[config.mk]
export PLATFORM = sky130hd
export DESIGN_NAME = mic_ctrl
export DESIGN_NICKNAME = d
export VERILOG_FILES = /design/src/hdl/mic_pkg.sv /design/src/hdl/mic_ctrl.sv
export SDC_FILE = /design/constraint.sdc
export NUM_CORES = 1
export LEC_CHECK = 0
export BUFFER_PORTS_ARGS = -buffer_cell sky130_fd_sc_hd__buf_2
export CAP_MARGIN = 15
export CELL_PAD_IN_SITES_DETAIL_PLACEMENT = 1
export CELL_PAD_IN_SITES_GLOBAL_PLACEMENT = 1
export CORE_AREA = 2 2 39 41
export CTS_BUF_LIST = sky130_fd_sc_hd__clkbuf_2
export DETAILED_ROUTE_END_ITERATION = 6
export DIE_AREA = 0 0 41 43
export PLACE_DENSITY = 0.5
export SYNTH_ARGS = -nofsm -noshare
export SYNTH_HDL_FRONTEND = slang
export SYNTH_SLANG_ARGS = --single-unit
export TNS_END_PERCENT = 20
[constraint.sdc]
create_clock -name clk_i -period 1.55 [get_ports clk_i]
set_input_delay 0.31 -clock clk_i [delete_from_list [all_inputs] [get_ports clk_i]]
set_output_delay 0.31 -clock clk_i [all_outputs]
set_load 0.005 [all_outputs]
[src/hdl/mic_pkg.sv]
// Package with the shared constants, types and helper functions of the intersection counter.
package mic_pkg;

  localparam int unsigned TABLE_ENTRIES = 1024;
  localparam int unsigned COUNT_BITS    = 16;
  localparam int unsigned ADDR_W        = (TABLE_ENTRIES > 1) ? $clog2(TABLE_ENTRIES) : 1;
  localparam int unsigned LOW_W         = 60;
  localparam int unsigned HIGH_W        = 15;
  localparam int unsigned WORD_W        = LOW_W + HIGH_W;
  localparam int unsigned LETTERS       = 15;
  localparam int unsigned TOTAL_W       = 32;
  localparam int unsigned ENTRY_W       = 1 + WORD_W + COUNT_BITS;

  localparam logic OP_ADD   = 1'b0;
  localparam logic OP_MATCH = 1'b1;

  typedef enum logic [2:0] {
    ST_CLEAR,
    ST_IDLE,
    ST_SCAN,
    ST_DRAIN,
    ST_UPDATE,
    ST_OUT
  } state_e;

  // One table entry as it sits in the RAM.
  typedef struct packed {
    logic                  valid;
    logic [HIGH_W-1:0]     high;
    logic [LOW_W-1:0]      low;
    logic [COUNT_BITS-1:0] copies;
  } entry_t;

  // Commands from the controller to the datapath.
  typedef struct packed {
    logic clr_en;
    logic ld_item;
    logic rd_en;
    logic upd_en;
    logic out_set;
  } cmd_t;

  // Status from the datapath to the controller.
  typedef struct packed {
    logic addr_last;
    logic out_free;
  } sts_t;

  // Clear every letter from the first zero letter onward.
  function automatic logic [WORD_W-1:0] canon_word(input logic [WORD_W-1:0] w);
    logic [WORD_W-1:0] r;
    logic              alive;
    r     = '0;
    alive = 1'b1;
    for (int k = 0; k < LETTERS; k++) begin
      if (w[5*k +: 5] == 5'd0) begin
        alive = 1'b0;
      end
      if (alive) begin
        r[5*k +: 5] = w[5*k +: 5];
      end
    end
    return r;
  endfunction

endpackage

[src/hdl/mic_ctrl.sv]
// Controller state machine: clearing pass, item intake, table scan, update and result hand-off.
module mic_ctrl import mic_pkg::*; (
  input  logic clk_i,
  input  logic rst_ni,
  input  logic in_valid_i,
  output logic in_ready_o,
  input  sts_t sts_i,
  output cmd_t cmd_o
);

  state_e state_q, state_d;

  // Next state.
  always_comb begin
    state_d = state_q;
    unique case (state_q)
      ST_CLEAR:  if (sts_i.addr_last) state_d = ST_IDLE;
      ST_IDLE:   if (in_valid_i) state_d = ST_SCAN;
      ST_SCAN:   if (sts_i.addr_last) state_d = ST_DRAIN;
      ST_DRAIN:  state_d = ST_UPDATE;
      ST_UPDATE: state_d = ST_OUT;
      ST_OUT:    if (sts_i.out_free) state_d = ST_IDLE;
      default:   state_d = ST_IDLE;
    endcase
  end

  always_ff @(posedge clk_i or negedge rst_ni) begin
    if (!rst_ni) begin
      state_q <= ST_CLEAR;
    end else begin
      state_q <= state_d;
    end
  end

  // Outputs.
  always_comb begin
    cmd_o      = '0;
    in_ready_o = 1'b0;
    unique case (state_q)
      ST_CLEAR: cmd_o.clr_en = 1'b1;
      ST_IDLE: begin
        in_ready_o    = 1'b1;
        cmd_o.ld_item = in_valid_i;
      end
      ST_SCAN:   cmd_o.rd_en  = 1'b1;
      ST_DRAIN:  ;
      ST_UPDATE: cmd_o.upd_en = 1'b1;
      ST_OUT:    cmd_o.out_set = sts_i.out_free;
      default:   ;
    endcase
  end

endmodule

==> results of run 1 <==
routing by layer:
layer	part of all wire [%]	global-route usage [%]
met4	1.6	6.000
met2	40	7.187
met3	16	7.853
met1	42	7.395
met5	0	0
cell type report:
class                           count  area [sq um]
Clock buffer                        4         20.02
Fill cell                         166          1096
Multi-Input combinational cell     14         112.6
Sequential cell                     3         75.07
Tap cell                           16         20.02
Timing Repair Buffer               11         60.06
stage by stage:
| stage | total power [uW] | hold WS [ns] | worst slack, ns | cells |
|---|---|---|---|---|
| 3_3_place_gp | 371.0 | 0.1092 | 0.3506 | 43 |
| 4_1_cts | 502.8 | 0.4196 | 0.07192 | 48 |
| 2_1_floorplan | 307.7 | 0.01441 | 0.4990 | 18 |
| 3_5_place_dp | 385.4 | 0.1146 | 0.3050 | 43 |
| 5_1_grt | 538.3 | 0.4142 | 0.01185 | 48 |
| 6_report | 491.9 | 0.4302 | 0.09537 | 48 |
logic make-up after synthesis:
| family | Yosys count | synth area share (%) |
|---|---|---|
| AO/OA/AOI/OAI | 2 | 7.795 |
| buffers and inverters | 1 | 2.595 |
| flip-flops | 3 | 38.96 |
| AND/OR/NAND/NOR | 12 | 50.65 |
report_power, final:
part / switching [uW] / leakage, uW / internal, uW
clock: 40.7 / 0.0000166 / 68.0
sequential: 82.6 / 0.0000377 / 111
combinational: 65.3 / 0.0000939 / 124
layout by cell type, fill, tap and decap left out:
cell type                       count
sky130_fd_sc_hd__nor3b_1            1
sky130_fd_sc_hd__clkbuf_2           4
sky130_fd_sc_hd__dfrtp_1            3
sky130_fd_sc_hd__o22ai_1            1
sky130_fd_sc_hd__nor4bb_4           1
sky130_fd_sc_hd__nand2_1            1
sky130_fd_sc_hd__and2_1             1
sky130_fd_sc_hd__nor2_1             2
sky130_fd_sc_hd__buf_2             10
sky130_fd_sc_hd__nor3_1             1
sky130_fd_sc_hd__or2_1              1
sky130_fd_sc_hd__and4b_2            1
sky130_fd_sc_hd__nor2b_1            1
sky130_fd_sc_hd__dlygate4sd3_1      1
sky130_fd_sc_hd__a211o_1            1
sky130_fd_sc_hd__nor3b_2            1
sky130_fd_sc_hd__nand2b_1           1
path summary, 6_finish.rpt:
path                            start          to  slack (ns)  cells after the start
max in group asynchronous      rst_ni  state_q[2]        1.01                      2
hold reg to reg            state_q[1]  state_q[2]        0.69                      2
setup reg to reg           state_q[0]  state_q[1]        0.55                      2
setup / recovery           state_q[2]    cmd_o[3]         0.1                      2
min in group clk_i           sts_i[0]  state_q[2]        0.43                      3
hold / removal                 rst_ni  state_q[0]        0.43                      2
==> results.env, run 1 <==
LARGESTREGISTERS='state_q: 3 flops'
MAX_FLOP_REGISTER='state_q'
CTSROOTBUFFERMASTER='sky130_fd_sc_hd__clkbuf_2'
WORSTSETUPENDPOINTTYPE='output port'
DEPTH_OF_THE_CTS_H_TREE=1
WL_MICRONS=500
TIMING.CRITICAL_PATH.FROM_TYPE='register'
TRITONCTS.NUM_BUFFERS=3
FINAL_MIN_PERIOD_OVER_CLOCK_PERIOD_PCT=93.85
FINAL_LAYOUT_SIZE_SUFFIX_GT1_SHARE_PCT=53.13
IRDROPWORSTVDD_mV=0.5054
DRT_ITER0_MARKERS=4
GRT_SETUP_UNREPAIRED='no'
CRITPATHMAXSTAGEDELAY_NS=0.48
WORSTPATHMAXFANOUT=8
TIMING.SETUP.CRITICAL_PATH_CLASS='reg -> out'
ANTENNA_FOUND_INITIAL=0
WORST-ENDPOINT-REQUIRED_NS=1.24
FINISH.NET_COUNT=38
ANTENNA_CELLS=0
PORT_BUFFERS=10
DRT_PRE_ANTENNA_ITERS=2
INITIAL_UTILIZATION_PCT=13.92
FINALMAXSLEWVIOLATIONS=0
GRT_REMAINING_OVERFLOW=0
NETLIST.TOP_CELL.BY_AREA='sky130_fd_sc_hd__dfrtp_1'
GP_CONGESTION=0.5591
GRT_START_MAX_NET_PINS=11
PLACEDINSTANCEAREA_SQ_UM=257.7
SYNTH_ENABLE_FLOP_CELLS=0
SYN_NETS=23
POST_SYNTH_INSTANCE_AREA_SQ_UM=192.7
OUTCOME='complete, no violations'
CLK_TRANSITION_REPORTED_PATHS_NS=0.04
DOMINANTREGCELLSYNTH='sky130_fd_sc_hd__dfrtp_1'
PROPORTION_OF_SYNTHESIZED_CHIP_AREA_IN_SEQUENTIAL_CELLS_PCT=38.96
TIMING.CRITICAL_PATH.MAX_DELAY_FAMILY='flip-flops'
FLOORPLAN.DIE.HEIGHT_MICRONS=43
TIMING_HOLD_VIOLATIONS_FINAL=0
MAX_FREQ_MHz=687.5
SYNTHESIZED_NETLIST_CELL_COUNT=18
GRT_FIRST_PASS_WIRELENGTH_MICRONS=717
DIE_W_MICRONS=41
PERIOD_MINUS_SLACK_NS=1.455
DETAILROUTE.VIA_COUNT=192
WORST_PIN_SLEW_NS=0.3266
ASYNCSETRESETFLOPFRACSYNTH_PCT=100.0
MAX_CAP_VIOLATIONS=0
PLACEMENT_ROWS=14
WL_PER_CELL_MICRONS=10.42
TIMING.FINAL.SETUP_VIOLATIONS=0
SYNTH.TOP_CELL.AREA_SHARE_PCT=38.96
CP.BUFFERS_INVERTERS=1
ROUTE.ANTENNA.REMAINING_NETS=0
CTS.REPAIR.RESIZED=0
CLOCK_PATH_BUFFERS=2
NETLIST_TOP_CELLS_COUNT='sky130_fd_sc_hd__dfrtp_1 (3), sky130_fd_sc_hd__nor2_1 (2)'
MIN-DELAY-PATH-CLASS='in -> async'
TIMING.CRITICAL_PATH.CELLS='nor4bb_4 -> buf_2'
GROUTE.USAGE.OVERALL_PCT=7.028
IO-PIN-COUNT=11
FLOPS_LATCHES_SYNTH=3
SYN-MEAN-INSTANCE-AREA_SQ_UM=10.70
FINAL_UTIL_PCT=20.80
LAYOUT.CELL_AREA.NON_FILLER_SQ_UM=287.8
CLOCK_SINK_COUNT=3
AREAGROWTHSYNTHTOFINISH_PCT=49.35
CRITPATHARRIVALTIME_NS=1.14
SYNTH_AREA_LEADERS='sky130_fd_sc_hd__dfrtp_1 (39%), sky130_fd_sc_hd__nor4bb_4 (13%), sky130_fd_sc_hd__nor3b_2 (6.5%)'
FIRST_GLOBAL_VIAS=175
CLK_LATENCY_NS=0.21
CRITICAL-PATH-SLOWEST-CELL='sky130_fd_sc_hd__dfrtp_1'
NUMBER_OF_SETUP_BUFFERS_ADDED_AFTER_CTS=0
POWER.STATIC_LEAKAGE_uW=0.0001482
DESIGN.DIE.AREA_SQ_UM=1763
MAX-SLEW-MARGIN-REL_PCT=78.23
FINALSETUPTNS_NS=0
DETAILEDPLACEMENTHPWL_MICRONS=372.6
DRC=0
LIBRARY_CELL_WITH_THE_HIGHEST_INSTANCE_COUNT_AFTER_SYNTHESIS='sky130_fd_sc_hd__dfrtp_1'
CORE_REGION_AREA_SQ_UM=1384
POWER.DENSITY_CELL_AREA_nW_PER_UM2=1709
VIAS_PER_CELL=4.000
LARGEST_REGISTER_FFS=3
SYNTHESIS.YOSYS.WARNINGS=0
POST_SYNTH_NUM_CELL_TYPES=15
SKEW_NS=0.001703
POST_CTS_HOLD_BUFFER_COUNT=1
TRITONCTS='done'
(Power assumes the default switching activity.)
==> run 2, diff against run 1 <==
--- a/config.mk
+++ b/config.mk
@@ -7,13 +7,11 @@
 export LEC_CHECK = 0
 export BUFFER_PORTS_ARGS = -buffer_cell sky130_fd_sc_hd__buf_2
 export CAP_MARGIN = 15
-export CELL_PAD_IN_SITES_DETAIL_PLACEMENT = 1
-export CELL_PAD_IN_SITES_GLOBAL_PLACEMENT = 1
 export CORE_AREA = 2 2 39 41
 export CTS_BUF_LIST = sky130_fd_sc_hd__clkbuf_2
 export DETAILED_ROUTE_END_ITERATION = 6
 export DIE_AREA = 0 0 41 43
-export PLACE_DENSITY = 0.5
+export PLACE_DENSITY = 0.41
 export SYNTH_ARGS = -nofsm -noshare
 export SYNTH_HDL_FRONTEND = slang
 export SYNTH_SLANG_ARGS = --single-unit
==> results.env, run 2 (synthesized netlist as in run 1, its figures left out) <==
OUTCOME='complete, no violations'
DEPTH_OF_THE_CTS_H_TREE=1
TOTAL_POWER_uW=499.3
DRT_ITER0_MARKERS=6
MOST_FREQUENT_CELLS_IN_THE_LAYOUT='sky130_fd_sc_hd__buf_2 (10), sky130_fd_sc_hd__clkbuf_2 (4), sky130_fd_sc_hd__dfrtp_1 (3)'
MAX_FREQ_MHz=681.6
POST_CTS_HOLD_BUFFER_COUNT=1
MIN-DELAY-PATH-CLASS='in -> async'
DRC=0
FINAL_UTIL_PCT=20.80
FLOORPLAN.DIE.HEIGHT_MICRONS=43
ROUTE.ANTENNA.REMAINING_NETS=0
TIMING.FINAL.SETUP_VIOLATIONS=0
CRITPATHMAXSTAGEDELAY_NS=0.48
FINALSETUPTNS_NS=0
LARGEST_REGISTER_FFS=3
TRITONCTS='done'
GRT_START_MAX_NET_PINS=11
MAX_CAP_VIOLATIONS=0
CTSROOTBUFFERMASTER='sky130_fd_sc_hd__clkbuf_2'
CLK_TRANSITION_REPORTED_PATHS_NS=0.05
FIRST_GLOBAL_VIAS=199
WORSTPATHMAXFANOUT=8
CLOCK_PATH_BUFFERS=2
LARGESTREGISTERS='state_q: 3 flops'
PLACEDINSTANCEAREA_SQ_UM=257.7
CORE_REGION_AREA_SQ_UM=1384
GRT_REMAINING_OVERFLOW=0
POWER.DENSITY_CELL_AREA_nW_PER_UM2=1735
PERIOD_MINUS_SLACK_NS=1.467
CP.BUFFERS_INVERTERS=1
IO-PIN-COUNT=11
FINAL_LAYOUT_SIZE_SUFFIX_GT1_SHARE_PCT=53.13
GLOBALROUTE.BUSIESTLAYER='met2'
CTS.REPAIR.RESIZED=0
MAX-SLEW-MARGIN-REL_PCT=79.50
VIAS_PER_CELL=3.917
MET3_LAYER_USAGE_REPORTED_BY_GLOBAL_ROUTE_PCT=3.141
SKEW_NS=0.001892
AREAGROWTHSYNTHTOFINISH_PCT=49.35
WORST-ENDPOINT-REQUIRED_NS=1.24
GRT.MET1_USAGE_PCT=5.161
WL_PER_CELL_MICRONS=9.938
TIMING.CRITICAL_PATH.MAX_DELAY_FAMILY='flip-flops'
GRT_FIRST_PASS_WIRELENGTH_MICRONS=779
IRDROPWORSTVDD_mV=0.3604
POWER.STATIC_LEAKAGE_uW=0.0001482
PLACEMENT_ROWS=14
DETAILROUTE.VIA_COUNT=188
ANTENNA_CELLS=0
CLOCK_SINK_COUNT=3
GRT_SETUP_UNREPAIRED='no'
INITIAL_UTILIZATION_PCT=13.92
WORST_SLACK_NS=0.08282
FINALMAXSLEWVIOLATIONS=0
DESIGN.DIE.AREA_SQ_UM=1763
ANTENNA_FOUND_INITIAL=0
TIMING.CRITICAL_PATH.CELLS='nor4bb_4 -> buf_2'
LAYOUT.CELL_AREA.NON_FILLER_SQ_UM=287.8
WL_MICRONS=477
FINISH.NET_COUNT=38
TIMING.CRITICAL_PATH.FROM_TYPE='register'
GP_CONGESTION=0.6931
LEADING_CELL_TYPE_IN_THE_LAYOUT_FILL_AND_TAPS_EXCLUDED='sky130_fd_sc_hd__buf_2'
CRITICAL-PATH-SLOWEST-CELL='sky130_fd_sc_hd__dfrtp_1'
DRT_PRE_ANTENNA_ITERS=2
PORT_BUFFERS=10
NUMBER_OF_SETUP_BUFFERS_ADDED_AFTER_CTS=0
DIE_W_MICRONS=41
TIMING_HOLD_VIOLATIONS_FINAL=0
TIMING.SETUP.CRITICAL_PATH_CLASS='reg -> out'
CLK_LATENCY_NS=0.22
GRTUSAGEMET2_PCT=11.88
DP_SLACK_NS=0.3113
GROUTE.USAGE.OVERALL_PCT=7.538
CRITPATHARRIVALTIME_NS=1.16
WORST_PIN_SLEW_NS=0.3075
FINAL_MIN_PERIOD_OVER_CLOCK_PERIOD_PCT=94.66
TRITONCTS.NUM_BUFFERS=3
WORSTSETUPENDPOINTTYPE='output port'
MAX_FLOP_REGISTER='state_q'
run 2: cell counts in the layout (fill, tap and decap cells not counted):
Identical to the previous run, type by type.
run 2: through the flow:
step           instances  hold WS (ns)
3_5_place_dp          43        0.1078
3_3_place_gp          43        0.1063
6_report              48        0.4102
5_1_grt               48        0.4537
2_1_floorplan         18       0.01441
4_1_cts               48        0.4098
run 2: power by group:
group          internal, uW  total [uW]  leakage [uW]  switching, uW
sequential              111         189     0.0000377           78.6
combinational           125         194     0.0000939           69.4
clock                  68.0         116     0.0000166           48.0
total                   303         499      0.000148            196
run 2: routing by layer:
layer  part of all wire [%]  vias up
li1                       -       92
met1                     32       87
met2                     62        7
met3                    3.1        2
met4                    3.4        0
met5                      0        -
run 2: final timing paths:
kind / startpoint / end / slack (ns) / cells past startpoint
min in group clk_i: sts_i[1] / state_q[0] / 0.42 / 3
setup / recovery: state_q[2] / cmd_o[3] / 0.08 / 2
hold reg to reg: state_q[2] / state_q[0] / 0.70 / 1
setup reg to reg: state_q[1] / state_q[1] / 0.55 / 2
hold / removal: rst_ni / state_q[2] / 0.41 / 2
max in group asynchronous: rst_ni / state_q[1] / 1.03 / 2
run 2: area by class of cell:
cell class / instances / area (sq um)
fill: 161 / 1096
tap: 16 / 20.02
clock buffer: 4 / 20.02
sequential: 3 / 75.07
multi-input combinational: 14 / 112.6
timing repair buffer: 11 / 60.06
run 2: worst reg2reg max path, stage by stage (launching register included):
cell,delay [ns]
sky130_fd_sc_hd__dfrtp_1,0.46
sky130_fd_sc_hd__nor3b_2,0.20
sky130_fd_sc_hd__or2_1,0.23
==> run 3, diff against run 2 <==
--- a/config.mk
+++ b/config.mk
@@ -12,6 +12,7 @@
 export DETAILED_ROUTE_END_ITERATION = 6
 export DIE_AREA = 0 0 41 43
 export PLACE_DENSITY = 0.41
+export RECOVER_POWER = 25
 export SYNTH_ARGS = -nofsm -noshare
 export SYNTH_HDL_FRONTEND = slang
 export SYNTH_SLANG_ARGS = --single-unit
==> results.env, run 3 (synthesized netlist as in run 1, its figures left out) <==
TIMING.FINAL.SETUP_VIOLATIONS=0
LEADING_CELL_TYPE_IN_THE_LAYOUT_FILL_AND_TAPS_EXCLUDED='sky130_fd_sc_hd__buf_2'
WL_PER_CELL_MICRONS=9.917
CLK_LATENCY_NS=0.22
FINAL_MIN_PERIOD_OVER_CLOCK_PERIOD_PCT=94.66
FINALMAXSLEWVIOLATIONS=0
GP_CONGESTION=0.6931
CRITPATHMAXSTAGEDELAY_NS=0.48
ROUTE.MET2.WL_MICRONS=295
HIGHEST_LAYER='met4'
FINAL_LAYOUT_SIZE_SUFFIX_GT1_SHARE_PCT=50.00
GRT_FIRST_PASS_WIRELENGTH_MICRONS=779
MIN-DELAY-PATH-CLASS='in -> async'
RELATIVE_CONTRIBUTION_OF_SEQUENTIAL_CELLS_TO_TOTAL_POWER_PCT=37.9
DIE_W_MICRONS=41
CP.BUFFERS_INVERTERS=1
CTS.REPAIR.RESIZED=0
PLACEMENT_ROWS=14
ANTENNA_CELLS=0
LAYOUT.AREA.SEQ_SQ_UM=75.07
DRC=0
FINISH.NET_COUNT=38
MOST_FREQUENT_CELLS_IN_THE_LAYOUT='sky130_fd_sc_hd__buf_2 (9), sky130_fd_sc_hd__clkbuf_2 (4), sky130_fd_sc_hd__dfrtp_1 (3)'
NUMBER_OF_SETUP_BUFFERS_ADDED_AFTER_CTS=0
TRITONCTS='done'
P_SW_uW=196.0
GRT_REMAINING_OVERFLOW=0
DRT_PRE_ANTENNA_ITERS=2
DESIGN.DIE.AREA_SQ_UM=1763
ANTENNA_FOUND_INITIAL=0
TRITONCTS.NUM_BUFFERS=3
CRITICAL-PATH-SLOWEST-CELL='sky130_fd_sc_hd__dfrtp_1'
P_CLK_SHARE_PCT=23.2
TIMING.SETUP.CRITICAL_PATH_CLASS='reg -> out'
LARGEST_REGISTER_FFS=3
MAX_FREQ_MHz=681.6
CLK_TRANSITION_REPORTED_PATHS_NS=0.05
TIMING.CRITICAL_PATH.MAX_DELAY_FAMILY='flip-flops'
DRT_ITER0_MARKERS=6
TIMING_HOLD_VIOLATIONS_FINAL=0
CTSROOTBUFFERMASTER='sky130_fd_sc_hd__clkbuf_2'
FIRST_GLOBAL_VIAS=199
MULTI_INPUT_GATE_AREA_SQ_UM=112.6
IRDROPWORSTVDD_mV=0.3596
FINISH.CELL_COUNT_WITHOUT_FILLERS=48
HOLD_WS_NS=0.4218
MAX_FLOP_REGISTER='state_q'
INITIAL_UTILIZATION_PCT=13.92
OUTCOME='complete, no violations'
MAX_CAP_VIOLATIONS=0
POWER.STATIC_LEAKAGE_uW=0.0001455
PERIOD_MINUS_SLACK_NS=1.467
CLOCK_PATH_BUFFERS=2
MAX-SLEW-MARGIN-REL_PCT=79.50
WORST-ENDPOINT-REQUIRED_NS=1.24
WORSTPATHMAXFANOUT=8
CORE_REGION_AREA_SQ_UM=1384
GROUTE.USAGE.OVERALL_PCT=7.538
POWER.DENSITY_CELL_AREA_nW_PER_UM2=1741
AREAGROWTHSYNTHTOFINISH_PCT=48.70
DETAILROUTE.VIA_COUNT=188
CRITPATHARRIVALTIME_NS=1.16
LARGESTREGISTERS='state_q: 3 flops'
P_INT_uW=303.0
GRT_START_MAX_NET_PINS=11
POWER.SHARE.SWITCHING_PCT=39.28
METAL1_WIRELENGTH_MICRONS=149
PORT_BUFFERS=10
WORST_PIN_SLEW_NS=0.3075
POST-PLACE-CELLS=43
CLOCK_SINK_COUNT=3
ROUTE.ANTENNA.REMAINING_NETS=0
POWER.SHARE.COMBINATIONAL_PCT=38.8
TIMING.CRITICAL_PATH.CELLS='nor4bb_4 -> buf_2'
IO-PIN-COUNT=11
WL_MICRONS=476
FLOORPLAN.DIE.HEIGHT_MICRONS=43
SKEW_NS=0.001892
FINAL.FILL_COUNT=162
VIAS_PER_CELL=3.917
MET3_LENGTH_MICRONS=15
GRT_SETUP_UNREPAIRED='no'
TIMING.CRITICAL_PATH.FROM_TYPE='register'
DEPTH_OF_THE_CTS_H_TREE=1
FINALSETUPTNS_NS=0
WORSTSETUPENDPOINTTYPE='output port'
## run 3: cell types whose count changed in the layout (fill, tap and decap cells not counted), sizes merged
| cell | change |
|---|---|
| clkbuf | +1 |
| buf | -1 |
## run 3: through the flow
| stage | power (uW) | utilization (%) | cell area, sq um | worst slack, ns |
|---|---|---|---|---|
| after global routing | 533.8 | 20.71 | 286.5 | 0.05223 |
| after global placement | 376.2 | 18.63 | 257.7 | 0.3348 |
| after detailed placement | 383.4 | 18.63 | 257.7 | 0.3113 |
| after floorplan | 307.7 | - | 192.7 | 0.4990 |
| after CTS | 507.2 | 20.80 | 287.8 | 0.07148 |
| final | 499.0 | 20.71 | 286.5 | 0.08282 |
## run 3: worst paths after layout
| kind | slack (ns) | depth (start not counted) | start | to |
|---|---|---|---|---|
| worst max-delay path | 0.08 | 2 | state_q[2] | cmd_o[3] |
| worst min-delay path | 0.42 | 2 | rst_ni | state_q[2] |
| worst max register to register | 0.55 | 2 | state_q[1] | state_q[1] |
| worst min register to register | 0.70 | 1 | state_q[2] | state_q[0] |
| max in group asynchronous | 0.97 | 2 | rst_ni | state_q[1] |
| min in group clk_i | 0.42 | 3 | sts_i[1] | state_q[0] |
## run 3: worst reg2reg max path: stages (launching register included)
cell	delay [ns]
sky130_fd_sc_hd__dfrtp_1	0.46
sky130_fd_sc_hd__nor3b_2	0.20
sky130_fd_sc_hd__or2_1	0.23
## run 3: routing by layer
metal  GRT usage, %  vias up
li1               -       92
met1          5.161       87
met2          11.88        7
met3          3.141        2
met4          10.00        0
met5              0        -
## run 3: layout make-up
type | instances | share of cell area [%]
multi-input combinational | 14 | 39.30
sequential | 3 | 26.20
timing repair buffer | 11 | 20.52
clock buffer | 4 | 6.987
tap | 16 | 6.987
## run 3: power by group through the flow
stage / logic (uW) / registers (uW) / clock network [uW]
after detailed placement: 192 / 191 / 0
after global routing: 216 / 199 / 120
after global placement: 189 / 187 / 0
after CTS: 198 / 190 / 120
after floorplan: 158 / 150 / 0
final: 194 / 189 / 116
## run 3: repair_timing
action                                  CTS  global route
endpoints found under the hold margin     3             0
endpoints found under the setup margin    0             0
hold buffers                              1             0
